===== config.mk =====
export PLATFORM = sky130hd
export DESIGN_NAME = pcls_queue
export DESIGN_NICKNAME = d
export VERILOG_FILES = /design/src/hw/rtl/pcls_pkg.sv /design/src/hw/rtl/pcls_queue.sv
export SDC_FILE = /design/constraint.sdc
export NUM_CORES = 1
export LEC_CHECK = 0
export BUFFER_PORTS_ARGS = -buffer_cell sky130_fd_sc_hd__buf_2
export CORE_UTILIZATION = 45
export CTS_CLUSTER_DIAMETER = 200
export DETAILED_ROUTE_END_ITERATION = 8
export MAX_ROUTING_LAYER = met4
export PLACE_DENSITY_LB_ADDON = 0.05
export SLEW_MARGIN = 20
export SYNTH_ARGS = -nofsm -noshare
export SYNTH_HDL_FRONTEND = slang
export SYNTH_SLANG_ARGS = --single-unit

===== constraint.sdc =====
create_clock -name clock -period 6.3 [get_ports clock]
set_clock_uncertainty 0.2 [all_clocks]
set_input_delay 0.63 -clock clock [delete_from_list [all_inputs] [get_ports clock]]
set_output_delay 0.63 -clock clock [all_outputs]
set_load 0.005 [all_outputs]

===== src/hw/rtl/pcls_pkg.sv =====
// Shared constants, payload types and helpers for the per-class luma statistics block.
package pcls_pkg;

   // Store geometry. NUM_CLASSES may range from 2 to 256.
   localparam int NUM_CLASSES = 256;
   localparam int MAX_PIXELS  = 16777216;

   // Field widths.
   localparam int FUNC_W   = 3;
   localparam int CHAN_W   = 8;
   localparam int ID_W     = 8;
   localparam int LUMA_W   = 22;
   localparam int COUNT_W  = 25;
   localparam int SUM_W    = 46;
   localparam int CLASS_AW = $clog2(NUM_CLASSES);

   // Configuration port geometry.
   localparam int CSR_IDX_W  = 3;
   localparam int CSR_DATA_W = 8;

   // Job queue between the front and the back; the depth is a power of two.
   localparam int QUEUE_DEPTH = 2;
   localparam int QUEUE_AW    = $clog2(QUEUE_DEPTH);

   // Saturation limit of every count, and the class id bound.
   localparam logic [COUNT_W-1:0] MAX_COUNT   = COUNT_W'(MAX_PIXELS);
   localparam logic [ID_W:0]      CLASS_LIMIT = (ID_W + 1)'(NUM_CLASSES);

   // Rec.709 luma weights, full scale 2550000.
   localparam logic [LUMA_W-1:0] LUMA_R = LUMA_W'(2126);
   localparam logic [LUMA_W-1:0] LUMA_G = LUMA_W'(7152);
   localparam logic [LUMA_W-1:0] LUMA_B = LUMA_W'(722);

   // Operation codes.
   localparam logic [FUNC_W-1:0] FUNC_PIXEL      = 3'd0;
   localparam logic [FUNC_W-1:0] FUNC_READ_CLASS = 3'd1;
   localparam logic [FUNC_W-1:0] FUNC_READ_FRAME = 3'd2;
   localparam logic [FUNC_W-1:0] FUNC_READ_WATER = 3'd3;
   localparam logic [FUNC_W-1:0] FUNC_CLEAR      = 3'd4;

   // Register indexes.
   localparam logic [CSR_IDX_W-1:0] CSR_IDS_ENABLED   = 3'd0;
   localparam logic [CSR_IDX_W-1:0] CSR_FAR_WATER_ID  = 3'd1;
   localparam logic [CSR_IDX_W-1:0] CSR_BLUE_OVER_RED = 3'd2;
   localparam logic [CSR_IDX_W-1:0] CSR_BLUE_FLOOR    = 3'd3;
   localparam logic [CSR_IDX_W-1:0] CSR_GREEN_SLACK   = 3'd4;

   // Register reset values.
   localparam logic [ID_W-1:0]   RST_FAR_WATER_ID  = 8'd200;
   localparam logic [CHAN_W-1:0] RST_BLUE_OVER_RED = 8'd6;
   localparam logic [CHAN_W-1:0] RST_BLUE_FLOOR    = 8'd22;
   localparam logic [CHAN_W-1:0] RST_GREEN_SLACK   = 8'd4;

   // Input beat.
   typedef struct packed {
      logic [FUNC_W-1:0] func;
      logic [CHAN_W-1:0] red;
      logic [CHAN_W-1:0] green;
      logic [CHAN_W-1:0] blue;
      logic [ID_W-1:0]   class_id;
   } req_type;

   // Result beat.
   typedef struct packed {
      logic [LUMA_W-1:0]  pixel_luma;
      logic               is_water;
      logic [COUNT_W-1:0] count;
      logic [SUM_W-1:0]   luma_sum;
      logic [LUMA_W-1:0]  luma_max;
      logic [LUMA_W-1:0]  mean_luma;
   } rsp_type;

   // Classified job handed from the front to the back.
   typedef struct packed {
      logic [FUNC_W-1:0] func;
      logic [ID_W-1:0]   class_id;
      logic [LUMA_W-1:0] luma;
      logic              water;
      logic              acc_class;
   } job_type;

   // True when a class id addresses a real class store entry.
   function automatic logic class_in_range(input logic [ID_W-1:0] id);
      return {1'b0, id} < CLASS_LIMIT;
   endfunction

endpackage


===== src/hw/rtl/pcls_queue.sv =====
// Short job queue that decouples the front end from the statistics back end.
module pcls_queue (
   input  logic              clock,
   input  logic              reset,
   input  logic              push,
   input  pcls_pkg::job_type push_job,
   input  logic              pop,
   output pcls_pkg::job_type head_job,
   output logic              empty,
   output logic              full
);

   pcls_pkg::job_type                entry_ff [pcls_pkg::QUEUE_DEPTH];
   logic [pcls_pkg::QUEUE_AW-1:0]    wr_ptr_ff;
   logic [pcls_pkg::QUEUE_AW-1:0]    rd_ptr_ff;
   logic [pcls_pkg::QUEUE_AW:0]      count_ff;

   // Pointers and fill level.
   always_ff @(posedge clock) begin
      if (reset) begin
         wr_ptr_ff <= '0;
         rd_ptr_ff <= '0;
         count_ff  <= '0;
      end else begin
         if (push) begin
            wr_ptr_ff <= wr_ptr_ff + 1'b1;
         end
         if (pop) begin
            rd_ptr_ff <= rd_ptr_ff + 1'b1;
         end
         if (push && !pop) begin
            count_ff <= count_ff + 1'b1;
         end else if (pop && !push) begin
            count_ff <= count_ff - 1'b1;
         end
      end
   end

   // Job storage.
   always_ff @(posedge clock) begin
      if (push) begin
         entry_ff[wr_ptr_ff] <= push_job;
      end
   end

   assign head_job = entry_ff[rd_ptr_ff];
   assign empty    = (count_ff == '0);
   assign full     = (count_ff == (pcls_pkg::QUEUE_AW + 1)'(pcls_pkg::QUEUE_DEPTH));

   // The front never pushes into a full queue and the back never pops an empty one.
   a_no_overflow: assert property (@(posedge clock) disable iff (reset)
      push |-> !full)
      else $error("job queue overflow");

   a_no_underflow: assert property (@(posedge clock) disable iff (reset)
      pop |-> !empty)
      else $error("job queue underflow");

endmodule


==> run_results.csv <==
group,metric,value,unit
worst_setup_path,critical_path_required,5470,ps
timing,slew_violations,0,
cells_and_area,nFillCells,471,
place,io_buffers,75,
floorplan,die_h,79.91,um
floorplan,rows,28,
worst_setup_path,reg2reg_slack,4540,ps
floorplan,ios,76,
floorplan,die_w,79.91,um
detailed_routing,detail_route.wl_per_cell,14.85,um
logic_synthesis,netlist_area,2731,um^2
outcome,outcome,"completed",
worst_setup_path,end_kind,"primary output",
pwr,powerDensity,297.1,nW/um^2
detailed_routing,drc,0,
cts,h-tree-depth,3,
logic_synthesis,seq_area_frac_synth,80.62,%
floorplan,initial_core_util,46.41,%
cells_and_area,fin_nets,253,
worst_setup_path,critPathMaxStageDelay,860,ps
cells_and_area,area_growth_syn_to_layout,22.17,%
cells_and_area,instances_no_fill,293,
logic_synthesis,syn-mean-instance-area,20.85,um^2
detailed_routing,totalWireLength,4351,um
cts,cts-root-buf,"clkbuf_8",
logic_synthesis,yosys_register_bits,75,
cts,cts_buffers,9,
cells_and_area,final_layout_size_suffix_gt1_share,57.80,%
timing,fin_crit_sh,41.28,%
timing,period_minus_slack,2601,ps
worst_setup_path,arrival,1770,ps
cts,clockBufferDepth,2,
timing,fmax,384.5,MHz
logic_synthesis,synth_cell_type_count,16,
place,place_inst,277,
detailed_routing,postRouteAntennaNets,0,
logic_synthesis,synth.net_count,171,
cells_and_area,postLayoutCoreUtil,56.70,%
timing,rsz0062_at_grt,"false",
cts,clkTransAtPathRegs,70,ps
logic_synthesis,netlist_instances,131,
logic_synthesis,yosysWarnings,0,
timing,setup_viol,0,
worst_setup_path,worstPathMaxFanout,35,
detailed_routing,drt-initial-drc-count,124,
flow_run,cap_violations,0,
detailed_routing,vias,1395,
timing,hold_viol_final,0,
grt,grt_antenna_before_repair,0,
timing,tightest_slew,1006,ps
floorplan,core-area,5886,um^2
worst_setup_path,critical_path_class,"register to primary output",
cts,holdBufCountCts,0,
grt,grt_max_degree,36,
cts,postCtsSetupBuffers,0,
pwr,vdd.ir_drop.worst,0.1714,mV
timing,finalSetupTns,0,ps
place,post-place-ws,4023,ps
grt,grt_pass1_wl,6513,um
worst_setup_path,cpMaxStageDelayCell,"dfxtp_2",
place,dp_hpwl,2739,um
detailed_routing,viasPerCell,4.761,
cells_and_area,multi_input_area,506.7,um^2
grt,grt-ovfl-total,0,
timing,max-slew-margin-rel,32.80,%
cts,tritoncts,"yes",
grt,grtUsageTotal,14.85,%
floorplan,die-area,6386,um^2
hold_path,holdCritPathClass,"input pin to register",
detailed_routing,dr.pass1.iters,4,
timing,finalWorstSetupSlack,3699,ps
place,finalWeightedCongestion,0.6253,
cells_and_area,seq_area,2203,um^2
cts,clk_latency,320,ps
cells_and_area,antenna_cells,0,
pwr,p_leak,1.265,nW
worst_setup_path,path_cells,"mux2_2, buf_2",
grt,first_global_vias,1445,
timing,hold_ws,288.0,ps
cts,cts.sinks,75,
cts,post_cts_resized,0,
worst_setup_path,start_kind,"register",
cell families (layout without fill, tap and decap cells):
family                     after synthesis  after routing  synth area share (%)
adders and majority gates                1              1                0.4580
DFF                                     75             75                 80.62
buffers and inverters                    5             92                 1.145
xor gates and xnor gates                 4              4                 1.283
muxes                                   35             35                 14.43
and+or+nand+nor                          9              9                 1.695
AOI/OAI and AO/OA                        2              2                0.3661
through the flow:
step / total power, mW / cell area (um^2)
after global placement: 0.7042 / 3183
after global routing: 1.040 / 3337
after floorplan: 0.6587 / 2731
after CTS: 1.006 / 3337
final: 0.9915 / 3337
after detailed placement: 0.7099 / 3183
critical path: cells and delay by family (launching register included):
kind / cells / cell delay (ps)
buffers and inverters: 1 / 130
muxes: 1 / 420
DFF: 1 / 860
worst paths after layout:
path | startpoint | endpoint | depth (start not counted)
worst max register to register | wr_ptr_ff | entry_ff[1][17] | 1
worst min register to register | count_ff[1] | count_ff[1] | 2
worst min-delay path | push_job[8] | entry_ff[0][8] | 1
worst max-delay path | register | head_job[19] | 2
cell usage after synthesis:
cell type	instances	area share, %
edfxtp_1	70	77
mux2_2	35	14
dfxtp_1	5	3.7
nor2_1	5	0.69
buf_4	3	0.82
xnor2_1	2	0.64
xor2_1	2	0.64
a21oi_1	1	0.18
and2_1	1	0.23
and2b_2	1	0.32
buf_2	1	0.18
ha_1	1	0.46
inv_1	1	0.14
nor2b_1	1	0.23
o21ai_0	1	0.18
or3_1	1	0.23
state kept, by name, summed over array words and instances (netlist names), named ones only:
register	count
rd_ptr_ff	1
entry_ff	70
count_ff	2
wr_ptr_ff	1
area by class of cell:
cell class              count  share of cell area [%]
inverters                   1                  0.1125
clock inverters             3                  0.4499
clock buffers              13                   4.162
repair buffers             75                   11.25
well taps                  75                   2.812
multi-input cells          51                   15.19
flip-flops and latches     75                   66.03
cells in the final DEF, fill, tap and decap left out:
| cell | count |
|---|---|
| dfxtp_1 | 4 |
| xor2_1 | 2 |
| inv_1 | 1 |
| clkinv_2 | 3 |
| a21oi_1 | 1 |
| xnor2_1 | 2 |
| ha_1 | 1 |
| or3_1 | 1 |
| dfxtp_2 | 1 |
| nor2b_4 | 1 |
| mux2_2 | 35 |
| buf_2 | 75 |
| clkbuf_1 | 4 |
| o21ai_0 | 1 |
| edfxtp_1 | 70 |
| and2_2 | 1 |
| nor2_1 | 5 |
| and2b_2 | 1 |
| clkbuf_8 | 9 |
layer usage:
metal	wire [um]	vias up	GRT usage, %
li1	-	668	-
met1	1671	675	15.98
met2	2366	43	24.62
met3	238	9	3.771
met4	75	0	9.107
met5	0	-	-
report_power, final:
group          internal (mW)  switching, mW
combinational         0.0559         0.0436
clock                  0.142          0.153
sequential             0.580         0.0172
total                  0.778          0.214
Note: power is estimated with default switching activity, not from simulation.
