===== config.mk =====
export PLATFORM = sky130hd
export DESIGN_NAME = pcls_front
export DESIGN_NICKNAME = d
export VERILOG_FILES = /design/src/hw/rtl/pcls_pkg.sv /design/src/hw/rtl/pcls_front.sv
export SDC_FILE = /design/constraint.sdc
export NUM_CORES = 1
export LEC_CHECK = 0
export CAP_MARGIN = 20
export CORE_MARGIN = 2
export CORE_UTILIZATION = 60
export CTS_BUF_LIST = sky130_fd_sc_hd__clkbuf_8
export DETAILED_ROUTE_END_ITERATION = 10
export DONT_BUFFER_PORTS = 1
export PLACE_DENSITY = 0.82
export SETUP_SLACK_MARGIN = 0.02
export SYNTH_ARGS = -nofsm -noshare
export SYNTH_HDL_FRONTEND = slang
export SYNTH_SLANG_ARGS = --single-unit
export TNS_END_PERCENT = 20

===== constraint.sdc =====
create_clock -name clock -period 8.4 [get_ports clock]
set_clock_uncertainty 0.05 [all_clocks]
set_input_delay 0.84 -clock clock [delete_from_list [all_inputs] [get_ports clock]]
set_output_delay 0.84 -clock clock [all_outputs]
set_load 0.02 [all_outputs]

===== src/hw/rtl/pcls_pkg.sv =====
// Shared constants, payload types and helpers for the per-class luma statistics block.
package pcls_pkg;

   // Store geometry. NUM_CLASSES may range from 2 to 256.
   localparam int NUM_CLASSES = 256;
   localparam int MAX_PIXELS  = 16777216;

   // Field widths.
   localparam int FUNC_W   = 3;
   localparam int CHAN_W   = 8;
   localparam int ID_W     = 8;
   localparam int LUMA_W   = 22;
   localparam int COUNT_W  = 25;
   localparam int SUM_W    = 46;
   localparam int CLASS_AW = $clog2(NUM_CLASSES);

   // Configuration port geometry.
   localparam int CSR_IDX_W  = 3;
   localparam int CSR_DATA_W = 8;

   // Job queue between the front and the back; the depth is a power of two.
   localparam int QUEUE_DEPTH = 2;
   localparam int QUEUE_AW    = $clog2(QUEUE_DEPTH);

   // Saturation limit of every count, and the class id bound.
   localparam logic [COUNT_W-1:0] MAX_COUNT   = COUNT_W'(MAX_PIXELS);
   localparam logic [ID_W:0]      CLASS_LIMIT = (ID_W + 1)'(NUM_CLASSES);

   // Rec.709 luma weights, full scale 2550000.
   localparam logic [LUMA_W-1:0] LUMA_R = LUMA_W'(2126);
   localparam logic [LUMA_W-1:0] LUMA_G = LUMA_W'(7152);
   localparam logic [LUMA_W-1:0] LUMA_B = LUMA_W'(722);

   // Operation codes.
   localparam logic [FUNC_W-1:0] FUNC_PIXEL      = 3'd0;
   localparam logic [FUNC_W-1:0] FUNC_READ_CLASS = 3'd1;
   localparam logic [FUNC_W-1:0] FUNC_READ_FRAME = 3'd2;
   localparam logic [FUNC_W-1:0] FUNC_READ_WATER = 3'd3;
   localparam logic [FUNC_W-1:0] FUNC_CLEAR      = 3'd4;

   // Register indexes.
   localparam logic [CSR_IDX_W-1:0] CSR_IDS_ENABLED   = 3'd0;
   localparam logic [CSR_IDX_W-1:0] CSR_FAR_WATER_ID  = 3'd1;
   localparam logic [CSR_IDX_W-1:0] CSR_BLUE_OVER_RED = 3'd2;
   localparam logic [CSR_IDX_W-1:0] CSR_BLUE_FLOOR    = 3'd3;
   localparam logic [CSR_IDX_W-1:0] CSR_GREEN_SLACK   = 3'd4;

   // Register reset values.
   localparam logic [ID_W-1:0]   RST_FAR_WATER_ID  = 8'd200;
   localparam logic [CHAN_W-1:0] RST_BLUE_OVER_RED = 8'd6;
   localparam logic [CHAN_W-1:0] RST_BLUE_FLOOR    = 8'd22;
   localparam logic [CHAN_W-1:0] RST_GREEN_SLACK   = 8'd4;

   // Input beat.
   typedef struct packed {
      logic [FUNC_W-1:0] func;
      logic [CHAN_W-1:0] red;
      logic [CHAN_W-1:0] green;
      logic [CHAN_W-1:0] blue;
      logic [ID_W-1:0]   class_id;
   } req_type;

   // Result beat.
   typedef struct packed {
      logic [LUMA_W-1:0]  pixel_luma;
      logic               is_water;
      logic [COUNT_W-1:0] count;
      logic [SUM_W-1:0]   luma_sum;
      logic [LUMA_W-1:0]  luma_max;
      logic [LUMA_W-1:0]  mean_luma;
   } rsp_type;

   // Classified job handed from the front to the back.
   typedef struct packed {
      logic [FUNC_W-1:0] func;
      logic [ID_W-1:0]   class_id;
      logic [LUMA_W-1:0] luma;
      logic              water;
      logic              acc_class;
   } job_type;

   // True when a class id addresses a real class store entry.
   function automatic logic class_in_range(input logic [ID_W-1:0] id);
      return {1'b0, id} < CLASS_LIMIT;
   endfunction

endpackage


===== src/hw/rtl/pcls_front.sv =====
// Front end: configuration registers, luma computation and water classification.
module pcls_front (
   input  logic                                clock,
   input  logic                                reset,
   input  logic                                start,
   input  pcls_pkg::req_type                   req_data,
   input  logic                                queue_full,
   input  logic                                csr_we,
   input  logic [pcls_pkg::CSR_IDX_W-1:0]      csr_index,
   input  logic [pcls_pkg::CSR_DATA_W-1:0]     csr_wdata,
   output logic                                push,
   output pcls_pkg::job_type                   push_job
);

   logic                              ids_enabled_ff;
   logic [pcls_pkg::ID_W-1:0]         far_water_id_ff;
   logic [pcls_pkg::CHAN_W-1:0]       blue_over_red_ff;
   logic [pcls_pkg::CHAN_W-1:0]       blue_floor_ff;
   logic [pcls_pkg::CHAN_W-1:0]       green_slack_ff;

   logic [pcls_pkg::LUMA_W-1:0]       luma;
   logic [pcls_pkg::CHAN_W:0]         red_plus_margin;
   logic [pcls_pkg::CHAN_W:0]         blue_plus_slack;
   logic                              blue_dom;
   logic                              open_id;
   logic                              far_id;

   // Configuration registers; the user must write them only while the block is idle, which the block leaves unenforced.
   always_ff @(posedge clock) begin
      if (reset) begin
         ids_enabled_ff   <= 1'b1;
         far_water_id_ff  <= pcls_pkg::RST_FAR_WATER_ID;
         blue_over_red_ff <= pcls_pkg::RST_BLUE_OVER_RED;
         blue_floor_ff    <= pcls_pkg::RST_BLUE_FLOOR;
         green_slack_ff   <= pcls_pkg::RST_GREEN_SLACK;
      end else if (csr_we) begin
         case (csr_index)
            pcls_pkg::CSR_IDS_ENABLED:   ids_enabled_ff   <= csr_wdata[0];
            pcls_pkg::CSR_FAR_WATER_ID:  far_water_id_ff  <= csr_wdata;
            pcls_pkg::CSR_BLUE_OVER_RED: blue_over_red_ff <= csr_wdata;
            pcls_pkg::CSR_BLUE_FLOOR:    blue_floor_ff    <= csr_wdata;
            pcls_pkg::CSR_GREEN_SLACK:   green_slack_ff   <= csr_wdata;
            default: ;
         endcase
      end
   end

   // Luma is three small constant multiplies and two adds.
   assign luma = pcls_pkg::LUMA_R * pcls_pkg::LUMA_W'(req_data.red)
               + pcls_pkg::LUMA_G * pcls_pkg::LUMA_W'(req_data.green)
               + pcls_pkg::LUMA_B * pcls_pkg::LUMA_W'(req_data.blue);

   // Blue dominance compares carry one extra bit so no sum wraps.
   assign red_plus_margin = {1'b0, req_data.red} + {1'b0, blue_over_red_ff};
   assign blue_plus_slack = {1'b0, req_data.blue} + {1'b0, green_slack_ff};
   assign blue_dom = ({1'b0, req_data.blue} >= red_plus_margin)
                   && (req_data.blue > blue_floor_ff)
                   && (blue_plus_slack >= {1'b0, req_data.green});
   assign open_id = !ids_enabled_ff || (req_data.class_id == '0);
   assign far_id  = ids_enabled_ff && (req_data.class_id == far_water_id_ff);

   // Every accepted beat becomes one job in the queue.
   assign push = start && !queue_full;

   always_comb begin
      push_job.func      = req_data.func;
      push_job.class_id  = req_data.class_id;
      push_job.luma      = luma;
      push_job.water     = far_id || (open_id && blue_dom);
      push_job.acc_class = ids_enabled_ff && pcls_pkg::class_in_range(req_data.class_id);
   end

endmodule


==> results.cfg, run 1 <==
[drt]
post_drt_wl_per_cell_um = 14.9
vias = 5826
initialDrtViolationCount = 226
drt_first_pass_iters = 4
drc_errors = 0
routed_wl_um = 15700
post_drt_via_cell_ratio = 5.55
ant_nets = 0

[sta]
whs_ns = 0.401
relSlewSlack = 0.393
hold_violations = 0
fmaxAchievable_ghz = 0.136
fin_crit_sh = 0.878
period_needed_ns = 7.38
final.setup.tns_ns = 0
setup_viol = 0
worstMarginPinSlew_ns = 0.907
setup_slack_ns = 1.02
maxSlewViolCount = 0
rsz0062_at_grt = false

[cts]
cts_max_path_buffers = 2
cts_setup_buffers = 0
root_buffer = clkbuf_8
ctsResizeCount = 0
cts_sinks = 33
h-tree-depth = 2
cts_tree = yes
cts_hold_buf = 0
clk_pin_slew_worst_paths_ns = 0.06
cts_buffers = 5
worstSkewPairLatency_ns = 0.29

[global_route]
grt.overflow.total = 0
grt_usage = 0.235
grt_pass1_vias = 5658
grt_max_degree = 34
grt_pass1_wl_um = 25700
antenna_found_initial = 0

[floorplanning]
fp.dieH_um = 117
rows = 41
die_x_um = 117
start_util = 0.613
io_pins = 87
core_um2 = 12600
dieArea_um2 = 13800

[final_layout]
final_nets = 1184
drive_gt1_frac = 0.0171
antenna_cells = 0
area_delta_synth_final_pct = 2.31
fillers = 1090

[worst_setup_path]
critPathRequiredTime_ns = 7.51
path_depth = 23
crit_type = input port to primary output
slowest_stage = fa_1
startpoint_type = input port
crit_chain = fa_1, inv_1, fa_1, inv_1, ha_1, fa_1, ha_1, or3_1, o21bai_1, a21oi_1, o21ai_0, a21oi_1, xor2_1, fa_1, inv_1, ha_1, a21oi_1, o21ai_0, a31o_1, nand2_1, nand2_1, a31o_2, xor2_1
critPathBufInv = 3
cp.arrival_ns = 6.49
cp_max_fo = 6
crit_top_cell = fa_1
max_stage_delay_ns = 0.52
ff2ff_path_depth = 2
cpLargestDelayFamily = adder cells
cp-end-kind = primary output

[outcome]
status = completed

[yosys]
netlist_area_um2 = 7700
synth_flop_cell = dfxtp_1
netlist-cell-type-count = 55
yosys_warnings = 0
avgSynthCellArea_um2 = 8.64
syn-instance-count = 891
yosysSeqAreaShare = 0.0858
syn-num-nets = 1197
postSynth.asyncResetShare = 0
synth_edf_count = 0
synth-seq-cells = 33

[placement]
place_hpwl_um = 13700
place.gp.congestion = 0.875
port_buffers = 0
dpl_worst_slack_ns = 1.01

[min_path]
min_path_type = flop to flop
min_delay_path_depth = 2

[run]
maxCapViolCount = 0
==> path summary, 6_finish.rpt <==
kind / endpoint / from / slack, ns
setup / recovery: push_job[21] / req_data[29] / 1.02
hold / removal: blue_floor_ff[3]$_SDFFE_PP0P_ / blue_floor_ff[3]$_SDFFE_PP0P_ / 0.40
setup reg to reg: ids_enabled_ff$_SDFFE_PP1P_ / ids_enabled_ff$_SDFFE_PP1P_ / 7.34
hold reg to reg: blue_floor_ff[3]$_SDFFE_PP0P_ / blue_floor_ff[3]$_SDFFE_PP0P_ / 0.40
==> cell type report <==
class                   count  area, um^2  share of cell area
flip-flops and latches     33         661              0.0839
well taps                 172         215              0.0273
inverters                 161         604              0.0767
clock inverters             1        3.75            0.000477
clock buffers               6        82.6              0.0105
multi-input cells         677        6310               0.801
==> layer usage <==
metal  track usage  up-vias  wire [um]
li1              -     2942          -
met1         0.314     2771       7230
met2         0.413       97       7560
met3        0.0330       16        722
met4        0.0345        0        167
met5             0        -          0
==> layout by cell type (no fill, tap or decap), drive strengths merged, types with 4 or more instances in the layout <==
cell / netlist / routed
xor2: 42 / 42
a31oi: 4 / 4
nor2b: 13 / 13
o21a: 9 / 9
a211oi: 7 / 7
dfxtp: 33 / 33
o21ai: 23 / 23
nor2: 35 / 35
a211o: 4 / 4
ha: 192 / 192
nand3b: 7 / 7
mux2i: 6 / 6
nand2b: 6 / 6
fa: 63 / 63
xnor2: 31 / 31
nand3: 9 / 9
a21oi: 65 / 65
o21bai: 12 / 12
nand2: 69 / 69
inv: 161 / 162
and3: 7 / 7
clkbuf: 6 / 6
nor3: 8 / 8
nor4: 5 / 5
a21o: 23 / 23
==> sequential cells by signal, summed over array words and instances, names as in the netlist <==
| register | count |
|---|---|
| blue_floor_ff | 8 |
| blue_over_red_ff | 8 |
| far_water_id_ff | 8 |
| green_slack_ff | 8 |
| ids_enabled_ff | 1 |
==> per-stage QoR <==
step                std cells  area, um^2   util
global route             1050        7880  0.627
finish                   1050        7880  0.627
detailed placement       1043        7790  0.620
floorplan                 891        7700      -
CTS                      1050        7880  0.627
global placement         1043        7790  0.620
==> kinds of logic (layout without fill, tap and decap cells) <==
kind of cell / after synthesis / count (layout) / synth area share
adders and majority gates: 255 / 255 / 0.476
buffers and inverters: 181 / 168 / 0.0946
and+or+nand+nor: 174 / 174 / 0.108
AOI/OAI and AO/OA: 168 / 168 / 0.144
xor gates and xnor gates: 73 / 73 / 0.0830
DFF: 33 / 33 / 0.0858
muxes: 6 / 6 / 0.00780
other: 1 / 1 / 0.000487
==> worst min-delay path, delay by kind of cell (launching register included) <==
family | cells | cell delay [ns]
DFF | 1 | 0.31
and+or+nand+nor | 1 | 0.05
AOI/OAI and AO/OA | 1 | 0.05
==> Yosys cell counts (5+ instances only) <==
cell / instances / area share
o21a_1: 9 / 0.0088
a211oi_1: 6 / 0.0059
o21bai_1: 12 / 0.012
inv_1: 161 / 0.078
a21o_1: 21 / 0.020
fa_1: 63 / 0.16
ha_1: 192 / 0.31
xnor2_1: 31 / 0.035
nor3_1: 8 / 0.0052
o21ai_0: 23 / 0.015
buf_4: 13 / 0.013
and3_1: 7 / 0.0057
xor2_1: 42 / 0.048
nor4_1: 5 / 0.0041
clkbuf_1: 6 / 0.0029
nand2_1: 69 / 0.034
nor2b_1: 13 / 0.011
nor2_1: 35 / 0.017
dfxtp_1: 33 / 0.086
nand3_1: 9 / 0.0059
nand2b_1: 6 / 0.0049
nand3b_1: 7 / 0.0068
a21oi_1: 64 / 0.042
mux2i_1: 6 / 0.0078
Power of run 1 is left out: the tool's default activity adds up to more than one toggle a clock period on the data nets, which glitch-free logic cannot reach.
==> run 2: changes to the inputs <==
--- a/config.mk
+++ b/config.mk
@@ -13,2 +13,3 @@
 export DONT_BUFFER_PORTS = 1
+export HOLD_SLACK_MARGIN = 0.12
 export PLACE_DENSITY = 0.82
==> constraint.sdc (replaced) <==
create_clock -name clock -period 8.4 [get_ports clock]
set_clock_uncertainty 0.05 [all_clocks]
set_input_delay 1.26 -clock clock [delete_from_list [all_inputs] [get_ports clock]]
set_output_delay 1.26 -clock clock [all_outputs]
set_load 0.02 [all_outputs]
==> run 2 against run 1 <==
  * Register-to-register slack is essentially flat
  * Worst hold slack lost 0.0032 ns
  * Global-route usage shrank 0.57 points
  * Worst setup slack lost 0.79 ns
  * Core utilization grew 0.52 points
  * Cell count grew 0.19%
  * Fmax shrank 9.6%
  * First-iteration DRC count shrank 13%
  * Count of clock-buffer cells in the layout shrank 1
  * Largest cell class unchanged
==> results.cfg, run 2 (synthesis results as in run 1) <==
[floorplanning]
dieArea_um2 = 13800
rows = 41
io_pins = 87
core_um2 = 12600
start_util = 0.613
fp.dieH_um = 117
die_x_um = 117

[global_route]
antenna_found_initial = 0
grt.overflow.total = 0
grt_usage = 0.229
grt_pass1_vias = 5616
grt_pass1_wl_um = 25100
grt_max_degree = 34

[worst_setup_path]
cp_max_fo = 6
crit_type = input port to primary output
startpoint_type = input port
worstReg2RegStart = ids_enabled_ff$_SDFFE_PP1P_
critPathRequiredTime_ns = 7.09
crit_start = req_data[29]
cp.arrival_ns = 6.85
cp-end-kind = primary output

[final_layout]
area_delta_synth_final_pct = 3.15
final_nets = 1185
antenna_cells = 0
drive_gt1_frac = 0.0295
layout_common_cells = 191 x ha_1, 164 x inv_1, 69 x nand2_1, 62 x a21oi_1, 62 x fa_1
fillers = 1067
layout_commonest_cell = ha_1

[cts]
h-tree-depth = 2
cts_buffers = 5
cts_setup_buffers = 0
worstSkewPairLatency_ns = 0.29
root_buffer = clkbuf_8
clk_pin_slew_worst_paths_ns = 0.07
ctsResizeCount = 0
cts_hold_buf = 0
cts_tree = yes
cts_max_path_buffers = 2
cts_sinks = 33

[outcome]
status = completed

[drt]
initialDrtViolationCount = 197
drt_first_pass_iters = 6
post_drt_via_cell_ratio = 5.54
post_drt_wl_per_cell_um = 14.6
vias = 5823
drc_errors = 0
ant_nets = 0
routed_wl_um = 15400

[min_path]
min_path_type = flop to flop
worstHoldStart = blue_floor_ff[7]$_SDFFE_PP0P_

[sta]
setup_viol = 0
rsz0062_at_grt = true
relSlewSlack = 0.422
fmaxAchievable_ghz = 0.122
worstMarginPinSlew_ns = 0.864
hold_violations = 0
period_needed_ns = 8.16
fin_crit_sh = 0.972
whs_ns = 0.397
maxSlewViolCount = 0

[placement]
place_hpwl_um = 13500
place.gp.congestion = 0.868
port_buffers = 0

[run]
maxCapViolCount = 0
run 2: changes by cell type in the layout (fill, tap and decap cells not counted), moves of 2 or more:
| cell | previous run | this run |
|---|---|---|
| xor2_2 | 0 | 2 |
| a21oi_2 | 1 | 3 |
| xnor2_1 | 31 | 29 |
| xor2_1 | 42 | 40 |
| xnor2_2 | 0 | 2 |
| inv_1 | 162 | 164 |
| a21oi_1 | 64 | 62 |
run 2: critical path, stage by stage:
cell and delay, ns:
fa_1 0.53, inv_1 0.05, fa_1 0.50, inv_1 0.04
ha_1 0.30, fa_1 0.48, ha_1 0.23, or3_1 0.42
nor2_1 0.10, o21ai_0 0.08, a21oi_1 0.27, o21ai_0 0.19
a21oi_2 0.22, xor2_2 0.13, fa_1 0.55, inv_1 0.04
ha_1 0.23, or3_1 0.36, o21ai_0 0.08, a31oi_1 0.12
or4b_4 0.55, nand3_4 0.12
run 2: final cells by class:
| cell class | count | area, um^2 | area share |
|---|---|---|---|
| multi-input combinational | 677 | 6370 | 0.803 |
| timing repair buffer | 1 | 7.51 | 0.000945 |
| tap | 172 | 215 | 0.0271 |
| sequential | 33 | 661 | 0.0832 |
| clock inverter | 3 | 11.3 | 0.00142 |
| clock buffer | 5 | 68.8 | 0.00867 |
| inverter | 161 | 604 | 0.0761 |
run 2: metal layers:
layer,routed length [um],track usage
met1,6860,0.303
met2,7330,0.397
met5,0,0
met3,870,0.0350
met4,308,0.0478
run 2: worst paths after layout:
kind / endpoint / slack (ns) / depth (start not counted)
setup / recovery: push_job[20] / 0.24 / 22
hold / removal: blue_floor_ff[7]$_SDFFE_PP0P_ / 0.40 / 2
setup reg to reg: ids_enabled_ff$_SDFFE_PP1P_ / 7.35 / 2
hold reg to reg: blue_floor_ff[7]$_SDFFE_PP0P_ / 0.40 / 2
run 2: through the flow:
stage          area (um^2)  TNS [ns]  setup slack, ns  std cells   util
3_5_place_dp          7800         0            0.142       1044  0.620
3_3_place_gp          7800         0            0.288       1044  0.620
4_1_cts               7880         0            0.135       1052  0.627
6_report              7940         0            0.237       1052  0.632
5_1_grt               7940    -0.102           -0.102       1052  0.632
2_1_floorplan         7700         0            0.539        891      -
Power of run 2 is left out for the same reason.
